## config.mk

```make
export PLATFORM = sky130hd
export DESIGN_NAME = positional_insert_remove_list
export DESIGN_NICKNAME = d
export VERILOG_FILES = /design/src/rtl/core/pirl_pkg.sv /design/src/rtl/core/positional_insert_remove_list.sv /design/src/rtl/core/pirl_dpath.sv /design/src/rtl/core/pirl_ctrl.sv
export SDC_FILE = /design/constraint.sdc
export NUM_CORES = 2
export LEC_CHECK = 0
export ABC_AREA = 1
export BUFFER_PORTS_ARGS = -buffer_cell sky130_fd_sc_hd__buf_2
export CAP_MARGIN = 20
export CORE_MARGIN = 2
export CORE_UTILIZATION = 65
export DETAILED_ROUTE_END_ITERATION = 8
export PLACE_DENSITY_LB_ADDON = 0.08
export SYNTH_ARGS = -nofsm -noshare
export SYNTH_HDL_FRONTEND = slang
export SYNTH_SLANG_ARGS = --single-unit
```

## constraint.sdc

```tcl
create_clock -name clk -period 9 [get_ports clk]
set_input_delay 1.8 -clock clk [delete_from_list [all_inputs] [get_ports clk]]
set_output_delay 1.8 -clock clk [all_outputs]
set_load 0.05 [all_outputs]
```

## src/rtl/core/pirl_pkg.sv

```systemverilog
`timescale 1ns / 1ps
`default_nettype none
// ----------------------------------------------------------------------------
// pirl_pkg
// Command and status codes plus the control and status bundles shared by the
// controller and the datapath of the positional insert/remove list.
// ----------------------------------------------------------------------------
package pirl_pkg;

  // Command codes carried in the command field
  localparam logic [1:0] CMD_INSERT = 2'd0;
  localparam logic [1:0] CMD_REMOVE = 2'd1;
  localparam logic [1:0] CMD_READ   = 2'd2;

  // Result status codes
  localparam logic [1:0] ST_OK    = 2'd0;
  localparam logic [1:0] ST_RANGE = 2'd1;
  localparam logic [1:0] ST_FULL  = 2'd2;

  // Controller to datapath commands
  typedef struct packed {
    logic       load;       // capture the incoming command
    logic       ptr_init;   // set the shift read pointer
    logic       rd_step;    // read at the pointer and move it one place
    logic       rd_idx;     // read at the command index
    logic       wr_shift;   // write the last read word one place over
    logic       wr_val;     // write the command value at the index
    logic       cnt_inc;
    logic       cnt_dec;
    logic       post;       // load the result register
    logic [1:0] status;
    logic       use_rdata;
  } ctl_t;

  // Datapath to controller status
  typedef struct packed {
    logic [1:0] op;
    logic       ins_bad;    // insert index above count
    logic       acc_bad;    // remove/read index at or above count
    logic       full;
    logic       shift_need;
    logic       last_step;
  } sts_t;

endpackage : pirl_pkg
`default_nettype wire

```

## src/rtl/core/positional_insert_remove_list.sv

```systemverilog
`timescale 1ns / 1ps
`default_nettype none
// ----------------------------------------------------------------------------
// positional_insert_remove_list
// Ordered list of up to DEPTH words with insert, remove and read by position.
// ----------------------------------------------------------------------------
// Each command takes one input transfer and yields one result transfer with
// status, read data and the count after the command. The list lives in a
// memory with one write and one read port, and the shift of later entries
// moves one entry per cycle, so the cost of a command depends on how many
// entries lie beyond its index. Insert moves the entries at and above its
// index up one place and then writes the value, or only writes it when
// appending; remove moves the entries above its index down one place, or
// only lowers the count when removing the last entry; read and any rejected
// command move nothing. A new command is taken while the previous result
// still waits on the output register; a command finishes only once that
// register is free. Entries that were never written hold no defined value;
// only positions below the count are ever read.
// ----------------------------------------------------------------------------
module positional_insert_remove_list #(
  parameter int DEPTH      = 64,
  parameter int WORD_WIDTH = 32
) (
  input  logic        clk,
  input  logic        rst_n,
  input  logic        in_valid,
  output logic        in_stall,
  input  logic [1:0]  in_command,
  input  logic [6:0]  in_index,
  input  logic [31:0] in_value,
  output logic        out_valid,
  input  logic        out_stall,
  output logic [1:0]  out_status,
  output logic [31:0] out_read_value,
  output logic [6:0]  out_count
);
  import pirl_pkg::*;

  ctl_t ctl;
  sts_t sts;

  pirl_ctrl u_ctrl (
    .clk       (clk),
    .rst_n     (rst_n),
    .in_valid  (in_valid),
    .in_stall  (in_stall),
    .out_valid (out_valid),
    .out_stall (out_stall),
    .sts       (sts),
    .ctl       (ctl)
  );

  pirl_dpath #(
    .DEPTH      (DEPTH),
    .WORD_WIDTH (WORD_WIDTH)
  ) u_dpath (
    .clk            (clk),
    .rst_n          (rst_n),
    .ctl            (ctl),
    .sts            (sts),
    .in_command     (in_command),
    .in_index       (in_index),
    .in_value       (in_value),
    .out_status     (out_status),
    .out_read_value (out_read_value),
    .out_count      (out_count)
  );

  // single write port: shift write and value write never collide
  a_one_write: assert property (@(posedge clk) disable iff (!rst_n)
    !(ctl.wr_shift && ctl.wr_val))
    else $error("shift write and value write in the same cycle");

  a_full_insert: assert property (@(posedge clk) disable iff (!rst_n)
    (ctl.post && (ctl.status == ST_FULL)) |-> (sts.op == CMD_INSERT))
    else $error("full status posted for a command other than insert");

  a_no_early_post: assert property (@(posedge clk) disable iff (!rst_n)
    (in_valid && !in_stall) |=> !ctl.post)
    else $error("result posted in the cycle after a transfer was taken");

  a_count_step: assert property (@(posedge clk) disable iff (!rst_n)
    !(ctl.cnt_inc && ctl.cnt_dec))
    else $error("count raised and lowered together");

endmodule : positional_insert_remove_list
`default_nettype wire

```

## src/rtl/core/pirl_dpath.sv

```systemverilog
`timescale 1ns / 1ps
`default_nettype none
// ----------------------------------------------------------------------------
// pirl_dpath
// List storage, entry count, shift pointers and the result register. Moves
// one entry per cycle through a memory with one write and one read port.
// ----------------------------------------------------------------------------
module pirl_dpath #(
  parameter int DEPTH      = 64,
  parameter int WORD_WIDTH = 32
) (
  input  logic                 clk,
  input  logic                 rst_n,
  input  pirl_pkg::ctl_t       ctl,
  output pirl_pkg::sts_t       sts,
  input  logic [1:0]           in_command,
  input  logic [6:0]           in_index,
  input  logic [31:0]          in_value,
  output logic [1:0]           out_status,
  output logic [31:0]          out_read_value,
  output logic [6:0]           out_count
);
  import pirl_pkg::*;

  localparam int AW = (DEPTH > 1) ? $clog2(DEPTH) : 1;
  localparam int CW = $clog2(DEPTH + 1);
  localparam int IW = ((CW > 7) ? CW : 7) + 1;

  logic [WORD_WIDTH-1:0] mem [DEPTH];

  logic [1:0]            op_r;
  logic [6:0]            idx_r;
  logic [WORD_WIDTH-1:0] val_r;
  logic [CW-1:0]         cnt_r;
  logic [CW-1:0]         cnt_nxt;
  logic [AW-1:0]         ptr_r;
  logic [AW-1:0]         wptr_r;
  logic [WORD_WIDTH-1:0] rdata_r;
  logic [1:0]            out_status_r;
  logic [31:0]           out_read_value_r;
  logic [6:0]            out_count_r;

  logic [IW-1:0]         idx_ext;
  logic [IW-1:0]         cnt_ext;
  logic [IW-1:0]         idx_p1;
  logic [CW-1:0]         cnt_m1;
  logic [AW-1:0]         idx_a;
  logic [AW-1:0]         ptr_start;
  logic [AW-1:0]         raddr;
  logic [AW-1:0]         waddr;
  logic [WORD_WIDTH-1:0] wdata;
  logic                  rd_en;
  logic                  wr_en;
  logic                  is_ins;
  logic [63:0]           val_ext;
  logic [63:0]           rd_ext;

  assign is_ins  = (op_r == CMD_INSERT);
  assign idx_ext = IW'(idx_r);
  assign cnt_ext = IW'(cnt_r);
  assign idx_p1  = idx_ext + IW'(1);
  assign cnt_m1  = cnt_r - CW'(1);
  assign idx_a   = AW'(idx_r);

  always_comb begin
    sts.op         = op_r;
    sts.ins_bad    = (idx_ext > cnt_ext);
    sts.acc_bad    = (idx_ext >= cnt_ext);
    sts.full       = (cnt_r == CW'(DEPTH));
    sts.shift_need = is_ins ? (idx_ext < cnt_ext) : (idx_p1 < cnt_ext);
    sts.last_step  = is_ins ? (ptr_r == idx_a) : (ptr_r == AW'(cnt_m1));
  end

  // Insert walks down from the top entry, remove walks up from above the index
  assign ptr_start = is_ins ? AW'(cnt_m1) : AW'(idx_p1);

  always_comb begin
    if (ctl.cnt_inc) begin
      cnt_nxt = cnt_r + CW'(1);
    end else if (ctl.cnt_dec) begin
      cnt_nxt = cnt_r - CW'(1);
    end else begin
      cnt_nxt = cnt_r;
    end
  end

  assign rd_en = ctl.rd_step | ctl.rd_idx;
  assign raddr = ctl.rd_idx ? idx_a : ptr_r;
  assign wr_en = ctl.wr_shift | ctl.wr_val;
  assign waddr = ctl.wr_shift ? wptr_r : idx_a;
  assign wdata = ctl.wr_shift ? rdata_r : val_r;

  always_ff @(posedge clk) begin
    if (wr_en) begin
      mem[waddr] <= wdata;
    end
    if (rd_en) begin
      rdata_r <= mem[raddr];
    end
  end

  always_ff @(posedge clk) begin
    if (!rst_n) begin
      cnt_r <= '0;
    end else begin
      cnt_r <= cnt_nxt;
    end
  end

  assign val_ext = 64'(in_value);

  always_ff @(posedge clk) begin
    if (ctl.load) begin
      op_r  <= in_command;
      idx_r <= in_index;
      val_r <= val_ext[WORD_WIDTH-1:0];
    end
    if (ctl.ptr_init) begin
      ptr_r <= ptr_start;
    end else if (ctl.rd_step) begin
      ptr_r <= is_ins ? (ptr_r - AW'(1)) : (ptr_r + AW'(1));
    end
    // the word read now lands one place over on the next cycle
    if (ctl.rd_step) begin
      wptr_r <= is_ins ? (ptr_r + AW'(1)) : (ptr_r - AW'(1));
    end
  end

  assign rd_ext = 64'(rdata_r);

  always_ff @(posedge clk) begin
    if (ctl.post) begin
      out_status_r     <= ctl.status;
      out_read_value_r <= ctl.use_rdata ? rd_ext[31:0] : 32'd0;
      out_count_r      <= 7'(cnt_nxt);
    end
  end

  assign out_status     = out_status_r;
  assign out_read_value = out_read_value_r;
  assign out_count      = out_count_r;

endmodule : pirl_dpath
`default_nettype wire

```

## src/rtl/core/pirl_ctrl.sv

```systemverilog
`timescale 1ns / 1ps
`default_nettype none
// ----------------------------------------------------------------------------
// pirl_ctrl
// Sequencer for the list: checks each command, steps the shift loop and
// hands the result to the output register.
// ----------------------------------------------------------------------------
module pirl_ctrl (
  input  logic           clk,
  input  logic           rst_n,
  input  logic           in_valid,
  output logic           in_stall,
  output logic           out_valid,
  input  logic           out_stall,
  input  pirl_pkg::sts_t sts,
  output pirl_pkg::ctl_t ctl
);
  import pirl_pkg::*;

  typedef enum logic [2:0] {
    S_IDLE,
    S_DECIDE,
    S_SHIFT,
    S_DRAIN,
    S_WRITE,
    S_FINISH
  } state_t;

  state_t     state_r, state_nxt;
  logic [1:0] status_r, status_nxt;
  logic       use_rd_r, use_rd_nxt;
  logic       pend_r, pend_nxt;
  logic       out_valid_r, out_valid_nxt;
  logic       slot_free;

  assign slot_free = !out_valid_r || !out_stall;

  always_comb begin
    ctl           = '0;
    state_nxt     = state_r;
    status_nxt    = status_r;
    use_rd_nxt    = use_rd_r;
    pend_nxt      = pend_r;
    out_valid_nxt = out_valid_r && out_stall;

    unique case (state_r)
      S_IDLE: begin
        if (in_valid) begin
          ctl.load  = 1'b1;
          state_nxt = S_DECIDE;
        end
      end
      S_DECIDE: begin
        status_nxt = ST_OK;
        use_rd_nxt = 1'b0;
        pend_nxt   = 1'b0;
        state_nxt  = S_FINISH;
        unique case (sts.op)
          CMD_INSERT: begin
            // range check ranks above the full check
            if (sts.ins_bad) begin
              status_nxt = ST_RANGE;
            end else if (sts.full) begin
              status_nxt = ST_FULL;
            end else if (sts.shift_need) begin
              ctl.ptr_init = 1'b1;
              state_nxt    = S_SHIFT;
            end else begin
              state_nxt = S_WRITE;
            end
          end
          CMD_REMOVE: begin
            if (sts.acc_bad) begin
              status_nxt = ST_RANGE;
            end else if (sts.shift_need) begin
              ctl.ptr_init = 1'b1;
              state_nxt    = S_SHIFT;
            end else begin
              ctl.cnt_dec = 1'b1;
            end
          end
          CMD_READ: begin
            if (sts.acc_bad) begin
              status_nxt = ST_RANGE;
            end else begin
              ctl.rd_idx = 1'b1;
              use_rd_nxt = 1'b1;
            end
          end
          default: begin
            status_nxt = ST_RANGE;
          end
        endcase
      end
      S_SHIFT: begin
        // the first read has no word waiting to be written
        ctl.rd_step  = 1'b1;
        ctl.wr_shift = pend_r;
        pend_nxt     = 1'b1;
        if (sts.last_step) begin
          state_nxt = S_DRAIN;
        end
      end
      S_DRAIN: begin
        ctl.wr_shift = 1'b1;
        if (sts.op == CMD_INSERT) begin
          state_nxt = S_WRITE;
        end else begin
          ctl.cnt_dec = 1'b1;
          state_nxt   = S_FINISH;
        end
      end
      S_WRITE: begin
        ctl.wr_val  = 1'b1;
        ctl.cnt_inc = 1'b1;
        state_nxt   = S_FINISH;
      end
      S_FINISH: begin
        // hold until the output register frees up
        if (slot_free) begin
          ctl.post      = 1'b1;
          out_valid_nxt = 1'b1;
          state_nxt     = S_IDLE;
        end
      end
      default: begin
        state_nxt = S_IDLE;
      end
    endcase

    ctl.status    = status_r;
    ctl.use_rdata = use_rd_r;
  end

  always_ff @(posedge clk) begin
    if (!rst_n) begin
      state_r     <= S_IDLE;
      status_r    <= ST_OK;
      use_rd_r    <= 1'b0;
      pend_r      <= 1'b0;
      out_valid_r <= 1'b0;
    end else begin
      state_r     <= state_nxt;
      status_r    <= status_nxt;
      use_rd_r    <= use_rd_nxt;
      pend_r      <= pend_nxt;
      out_valid_r <= out_valid_nxt;
    end
  end

  assign in_stall  = (state_r != S_IDLE);
  assign out_valid = out_valid_r;

endmodule : pirl_ctrl
`default_nettype wire
```

Word-level counts from Yosys, hierarchy flattened. Memories as Yosys holds them, arrays and structs flattened. A register that Yosys moved wholly into a read port is not among the register bits. Index checks and enable logic that the tools add are counted. W data, S select, Z words.

Bits in registers: 109. Memories kept: 1. Memory bits (writable): 2048. Bits of input ports: 45. Logic and storage cells: 103. Output and inout bits: 43.

Memory list: u_dpath.mem (depth 64, bits a word 32, read ports 1, clocked after Yosys merged registers in 1, wr ports 1, line pirl_dpath.sv:29) `logic [WORD_WIDTH-1:0] mem [DEPTH];`.

$add $sub $neg: 5. Reductions and logical operators: 11. Order comparisons: 4. Eq/ne operators: 13. Bitwise operators: 2. Mux-type cells: 53.

Operators by type and width (count): $mux W6 (7); $mux W32 (1); $mux W1 (25); $mux W3 (8); $pmux W3 S6 (1); $mux W7 (2); $eq A6 B6 Y1 (2); $add A7 B1 Y8 const B (1); $lt A8 B7 Y1 (1); $pmux W1 S2 (4); $add A7 B1 Y7 const B (1); $eq A7 B7 Y1 const B (1); $ge A7 B7 Y1 (1); $gt A7 B7 Y1 (1); $lt A7 B7 Y1 (1); $sub A7 B1 Y7 const B (1); $add A6 B1 Y6 const B (1); $eq A3 B2 Y1 const B (2); $eq A3 B3 Y1 const B (2); $mux W2 (3); $pmux W3 S2 (1); $sub A6 B1 Y6 const B (1); $ne A2 B2 Y1 const B (2); $pmux W2 S2 (1); 14 further kinds (17).

Logic depth before layout (Yosys ltp).
Depth in word-level cells: 9. Depth in mapped cells: 20. Mapped depth without buffers: 17.

By module. From an unflattened synthesis, not the netlist that was laid out.

Cells, all modules: 9275. Area, all modules: 96012.1 um^2.

Modules (own cells, without submodules): pirl_dpath (cells each 9183, times used 1, area an instance 95419.0 um^2, seq. area each 65422.7 um^2); pirl_ctrl (cells each 92, times used 1, area an instance 593.1 um^2, seq. area each 160.2 um^2).

Least setup slack after synthesis. No wires, ideal clock.

Kind: reg2reg. Start point: register u_ctrl.state_r[1]. End point: memory u_dpath.mem[32][0], enable pin. Clock period less this slack: 5.669 ns. Library setup time: 0.501 ns. Slack: 3.331 ns. Cell stages (with the launch flop): 11. Buffers on the path: 1. Arrival time: 5.168 ns. Cell sequence: dfxtp_1 -> inv_1 -> nor3_1 -> a21oi_1 -> buf_2 -> or2_0 -> o21ai_0 -> inv_1 -> nor2_1 -> nand3_2 -> nor4_1.

Word-level cells in the longest chain between the ends: 5. Elaborated cells on any way between the ends: 9. Those cells by class: eq/ne: 3; mux: 5; bitwise: 1.

Ends and longest elaborated chain: start: declaration (line pirl_ctrl.sv:29) `state_t state_r, state_nxt;`; start signal: assignment (line pirl_ctrl.sv:143) `state_r <= state_nxt;`; $eq A3 B2 Y1 or $eq A3 B3 Y1 (tied branches) (line pirl_ctrl.sv:46) `unique case (state_r)`; $pmux W1 S2 or $mux W2 (tied branches) (line pirl_ctrl.sv:46); $or A1 B1 Y1 (line pirl_dpath.sv:89) `assign wr_en = ctl.wr_shift | ctl.wr_val;`; $mux W1 (line pirl_dpath.sv:94) `if (wr_en) begin`; $mux W1 (implied by the code) (line pirl_dpath.sv:95) `mem[waddr] <= wdata;`; end: declaration (line pirl_dpath.sv:29).

Several ways; a longest one is shown, not always the timed one.

Worst setup path after layout.
Start point: register u_dpath.cnt_r[4]. End point: register u_dpath.rdata_r[9] (read register of u_dpath.mem), data pin.

Word-level cells in the longest chain between the ends: 5. Elaborated cells on any way between the ends: 6. Those cells by class: order compare: 1; mux: 4; bitwise: 1.

Ends and longest elaborated chain: start: declaration (line pirl_dpath.sv:34) `logic [CW-1:0] cnt_r;`; start signal: assignment (line pirl_dpath.sv:106) `cnt_r <= cnt_nxt;`; $ge A7 B7 Y1 * (line pirl_dpath.sv:68) `sts.acc_bad = (idx_ext >= cnt_ext);`; $mux W1 * (line pirl_ctrl.sv:83) `if (sts.acc_bad) begin`; $mux W1 * (line pirl_ctrl.sv:58) `unique case (sts.op)`; $mux W1 * (line pirl_ctrl.sv:46); $mux W6 or $or A1 B1 Y1 (tied branches) (line pirl_dpath.sv:88, pirl_dpath.sv:87); end: declaration (line pirl_dpath.sv:38) `logic [WORD_WIDTH-1:0] rdata_r;`.

Mark *: on every way between the ends. The rest lies on a longest branch, timed or not. A chain may end at the register's enable or synchronous reset.

==> reports/qor.yml <==
max_freq_ghz: 0.1662
yosys.area.top_type: "edfxtp_1"
synth_common_cells: "nand2_1, edfxtp_1, inv_1"
rows: 140
path_clk_slew_ns: 0.06
synthTopCellsByArea: "edfxtp_1, nand3_1, nand2_1, inv_1, buf_2"
synthDistinctLibCells: 44
drt_wl_total_um: 277300
hold_violations: 0
vias: 66706
cts_resized: 0
wl_per_cell_um: 24.48
cp_cell_sequence: "inv_1 > ha_1 > nand2_1 > nor2_4 > nand2_1 > nand4_1 > inv_1 > o21ai_4 > buf_4 > inv_6 > buf_4 > buf_4 > nand3_1 > nand3_1 > nand3_1 > nand2_1"
dp_cells: 10927
htree_num_levels: 4
numPortBuffers: 87
utilization_pct: 72.09
rsz0062_at_grt: "false"
reg2reg_depth: 16
ys.flop_type: "edfxtp_1"
r2r_end: "u_dpath.rdata_r[9]"
grt_max_degree: 197
grt_pass1_vias: 63788
ant_nets: 0
drive_gt1_share_pct: 7.036
fp.dieH_um: 387.9
overflow: 0
r2r_slack_ns: 2.98
cts_sinks: 2189
async_reset_ff_share_pct: 0
setup_viol: 0
syn_area_sq_um: 95800
critPathLaunchType: "flop"
antenna_found_initial: 15
clk_latency_ns: 0.85
yosys_warnings: 0
drv_slew: 0
required_ns: 9.66
p_per_area_nw_per_um2: 233.3
start_util_pct: 65.66
syn_avg_cell_area_sq_um: 10.37
r2r-start: "u_dpath.cnt_r[4]"
post-synth-top-count-cell: "nand2_1"
dr.pass1.iters: 6
multi_input_area_sq_um: 21040
gp_congestion: 0.9019
crit_arrival_ns: 6.67
numCtsBuffers: 215
worstSetupEndpointType: "flop"
critPathTopFamily: "buffers and inverters"
regArea_sq_um: 65580
min_path_cells: 0
p_leak_nw: 44.74
max-slew-margin-rel_pct: 20.47
hold_buffers: 0
cts_tree: "done"
drc: 0
cts_setup_buffers: 0
crit_buf_inv: 6
ys_ff_latch: 2189
syn_to_final_growth_pct: 9.803
track_usage_pct: 36.79
syn-num-nets: 9309
min_to: "u_dpath.out_status[0]"
die_area_sq_um: 150500
core-area_sq_um: 145900
root_buffer: "clkbuf_16"
die_x_um: 387.9
nNetsFinal: 9298
grt_pass1_wl_um: 405300
ir_drop_mv: 0.2346
min_path_type: "reg -> reg"
synth_edf_count: 2174
max_stage_delay_ns: 0.73
first_iter_violations: 9387
fin_skew_ns: 0.05453
cts_buffer_depth: 3
io-pin-count: 88
yosysTopAreaCellShare_pct: 68.14
post-route-period-util_pct: 66.87
cp_max_fo: 60
layout.cells.non_filler: 11329
hold-worst-slack_ns: 0.4465
yosysSeqAreaShare_pct: 68.46
fin_crit_ns: 6.018
syn_inst: 9240
worstSetupPathType: "reg -> reg"
fillCellCount: 10054
hpwl_um: 146500
final.setup.tns_ns: 0
worst_pin_slew_ns: 1.193
hp-start: "u_ctrl.status_r[0]"
viasPerCell: 5.888
maxCapViolCount: 0
crit_slowest_cell: "buf_4"
outcome: "complete, no violations"
[per-layer routing]
layer  routed length, um  up-vias  global-route usage [%]  share of wire, %
met5                  62        -                       0             0.022
met4               18980       10                   22.69               6.8
met3               33800      813                   7.932                12
met2              128900     4306                   58.07                46
met1               95560    31664                   46.95                34
li1                    -    29913                       -                 -
[flip-flops by register name, summed over array words and instances, names as in the netlist, 3 cells and up]
| signal | flops |
|---|---|
| u_dpath.val_r | 32 |
| u_dpath.mem | 2048 |
| u_dpath.rdata_r | 32 |
| u_dpath.ptr_r | 6 |
| u_dpath.out_read_value | 32 |
| u_ctrl.state_r | 3 |
| u_dpath.cnt_r | 7 |
| u_dpath.idx_r | 7 |
| u_dpath.wptr_r | 6 |
| u_dpath.out_count | 7 |
[how the worst max path moves through the flow]
stage	start	end	cells past startpoint
4_1_cts	u_dpath.cnt_r[4]	u_dpath.rdata_r[9]	16
3_5_place_dp	u_dpath.cnt_r[4]	u_dpath.rdata_r[9]	16
5_1_grt	u_dpath.cnt_r[2]	u_dpath.rdata_r[9]	16
3_3_place_gp	u_dpath.cnt_r[4]	u_dpath.rdata_r[9]	17
2_1_floorplan	u_ctrl.state_r[1]	u_dpath.mem[32][0]	10
6_report	u_dpath.cnt_r[4]	u_dpath.rdata_r[9]	16
[layout make-up]
cell class,instances,share of cell area (%)
timing repair buffer,245,1.721
tap,1917,2.280
antenna,3,0.007136
clock buffer,265,5.333
clock inverter,132,1.094
inverter,2019,7.216
sequential,2189,62.34
multi-input combinational,4559,20.00
[logic make-up (layout without fill, tap and decap cells)]
kind of cell	Yosys count	after routing	synth area share, %
and+or+nand+nor	4399	4399	19.98
buffers and inverters	2492	2661	10.28
DFF	2189	2189	68.46
AOI/OAI and AO/OA	113	113	0.7627
adders and majority gates	24	24	0.3134
xor gates and xnor gates	23	23	0.2103
other	0	3	0
[where the power goes]
group	leakage, nW	switching, mW	internal [mW]
combinational	21.7	2.96	0.741
sequential	19.7	0.102	12.0
clock	3.29	3.83	4.90
[per-stage QoR]
step           worst slack [ns]  cell area (sq um)  power, mW
6_report                  2.982             105200      24.54
5_1_grt                   2.702             105200      25.16
3_5_place_dp              3.128              98410      15.91
4_1_cts                   3.096             105200      24.46
2_1_floorplan             3.331              95800      14.40
3_3_place_gp              3.252              98410      15.84
[cell usage in the layout, fill, tap and decap left out, types with 17 or more instances in the layout]
cell       Yosys  final
nand2_2        1     31
xor2_1        18     18
o21ai_0       33     31
bufinv_16      0     17
nor2_4         1     61
ha_1          24     24
edfxtp_1    2174   2174
nor2_1        82     22
clkbuf_16      0    217
nand3_1     2007   2007
clkinv_1       1     63
nand2_1     2267   2232
buf_2        368     87
o211ai_1      38     38
clkbuf_1      82     48
clkinv_2       0     35
a21oi_1       25     23
inv_1       2015   2013
buf_4          2    141
Power figures use the tool's default switching activity.
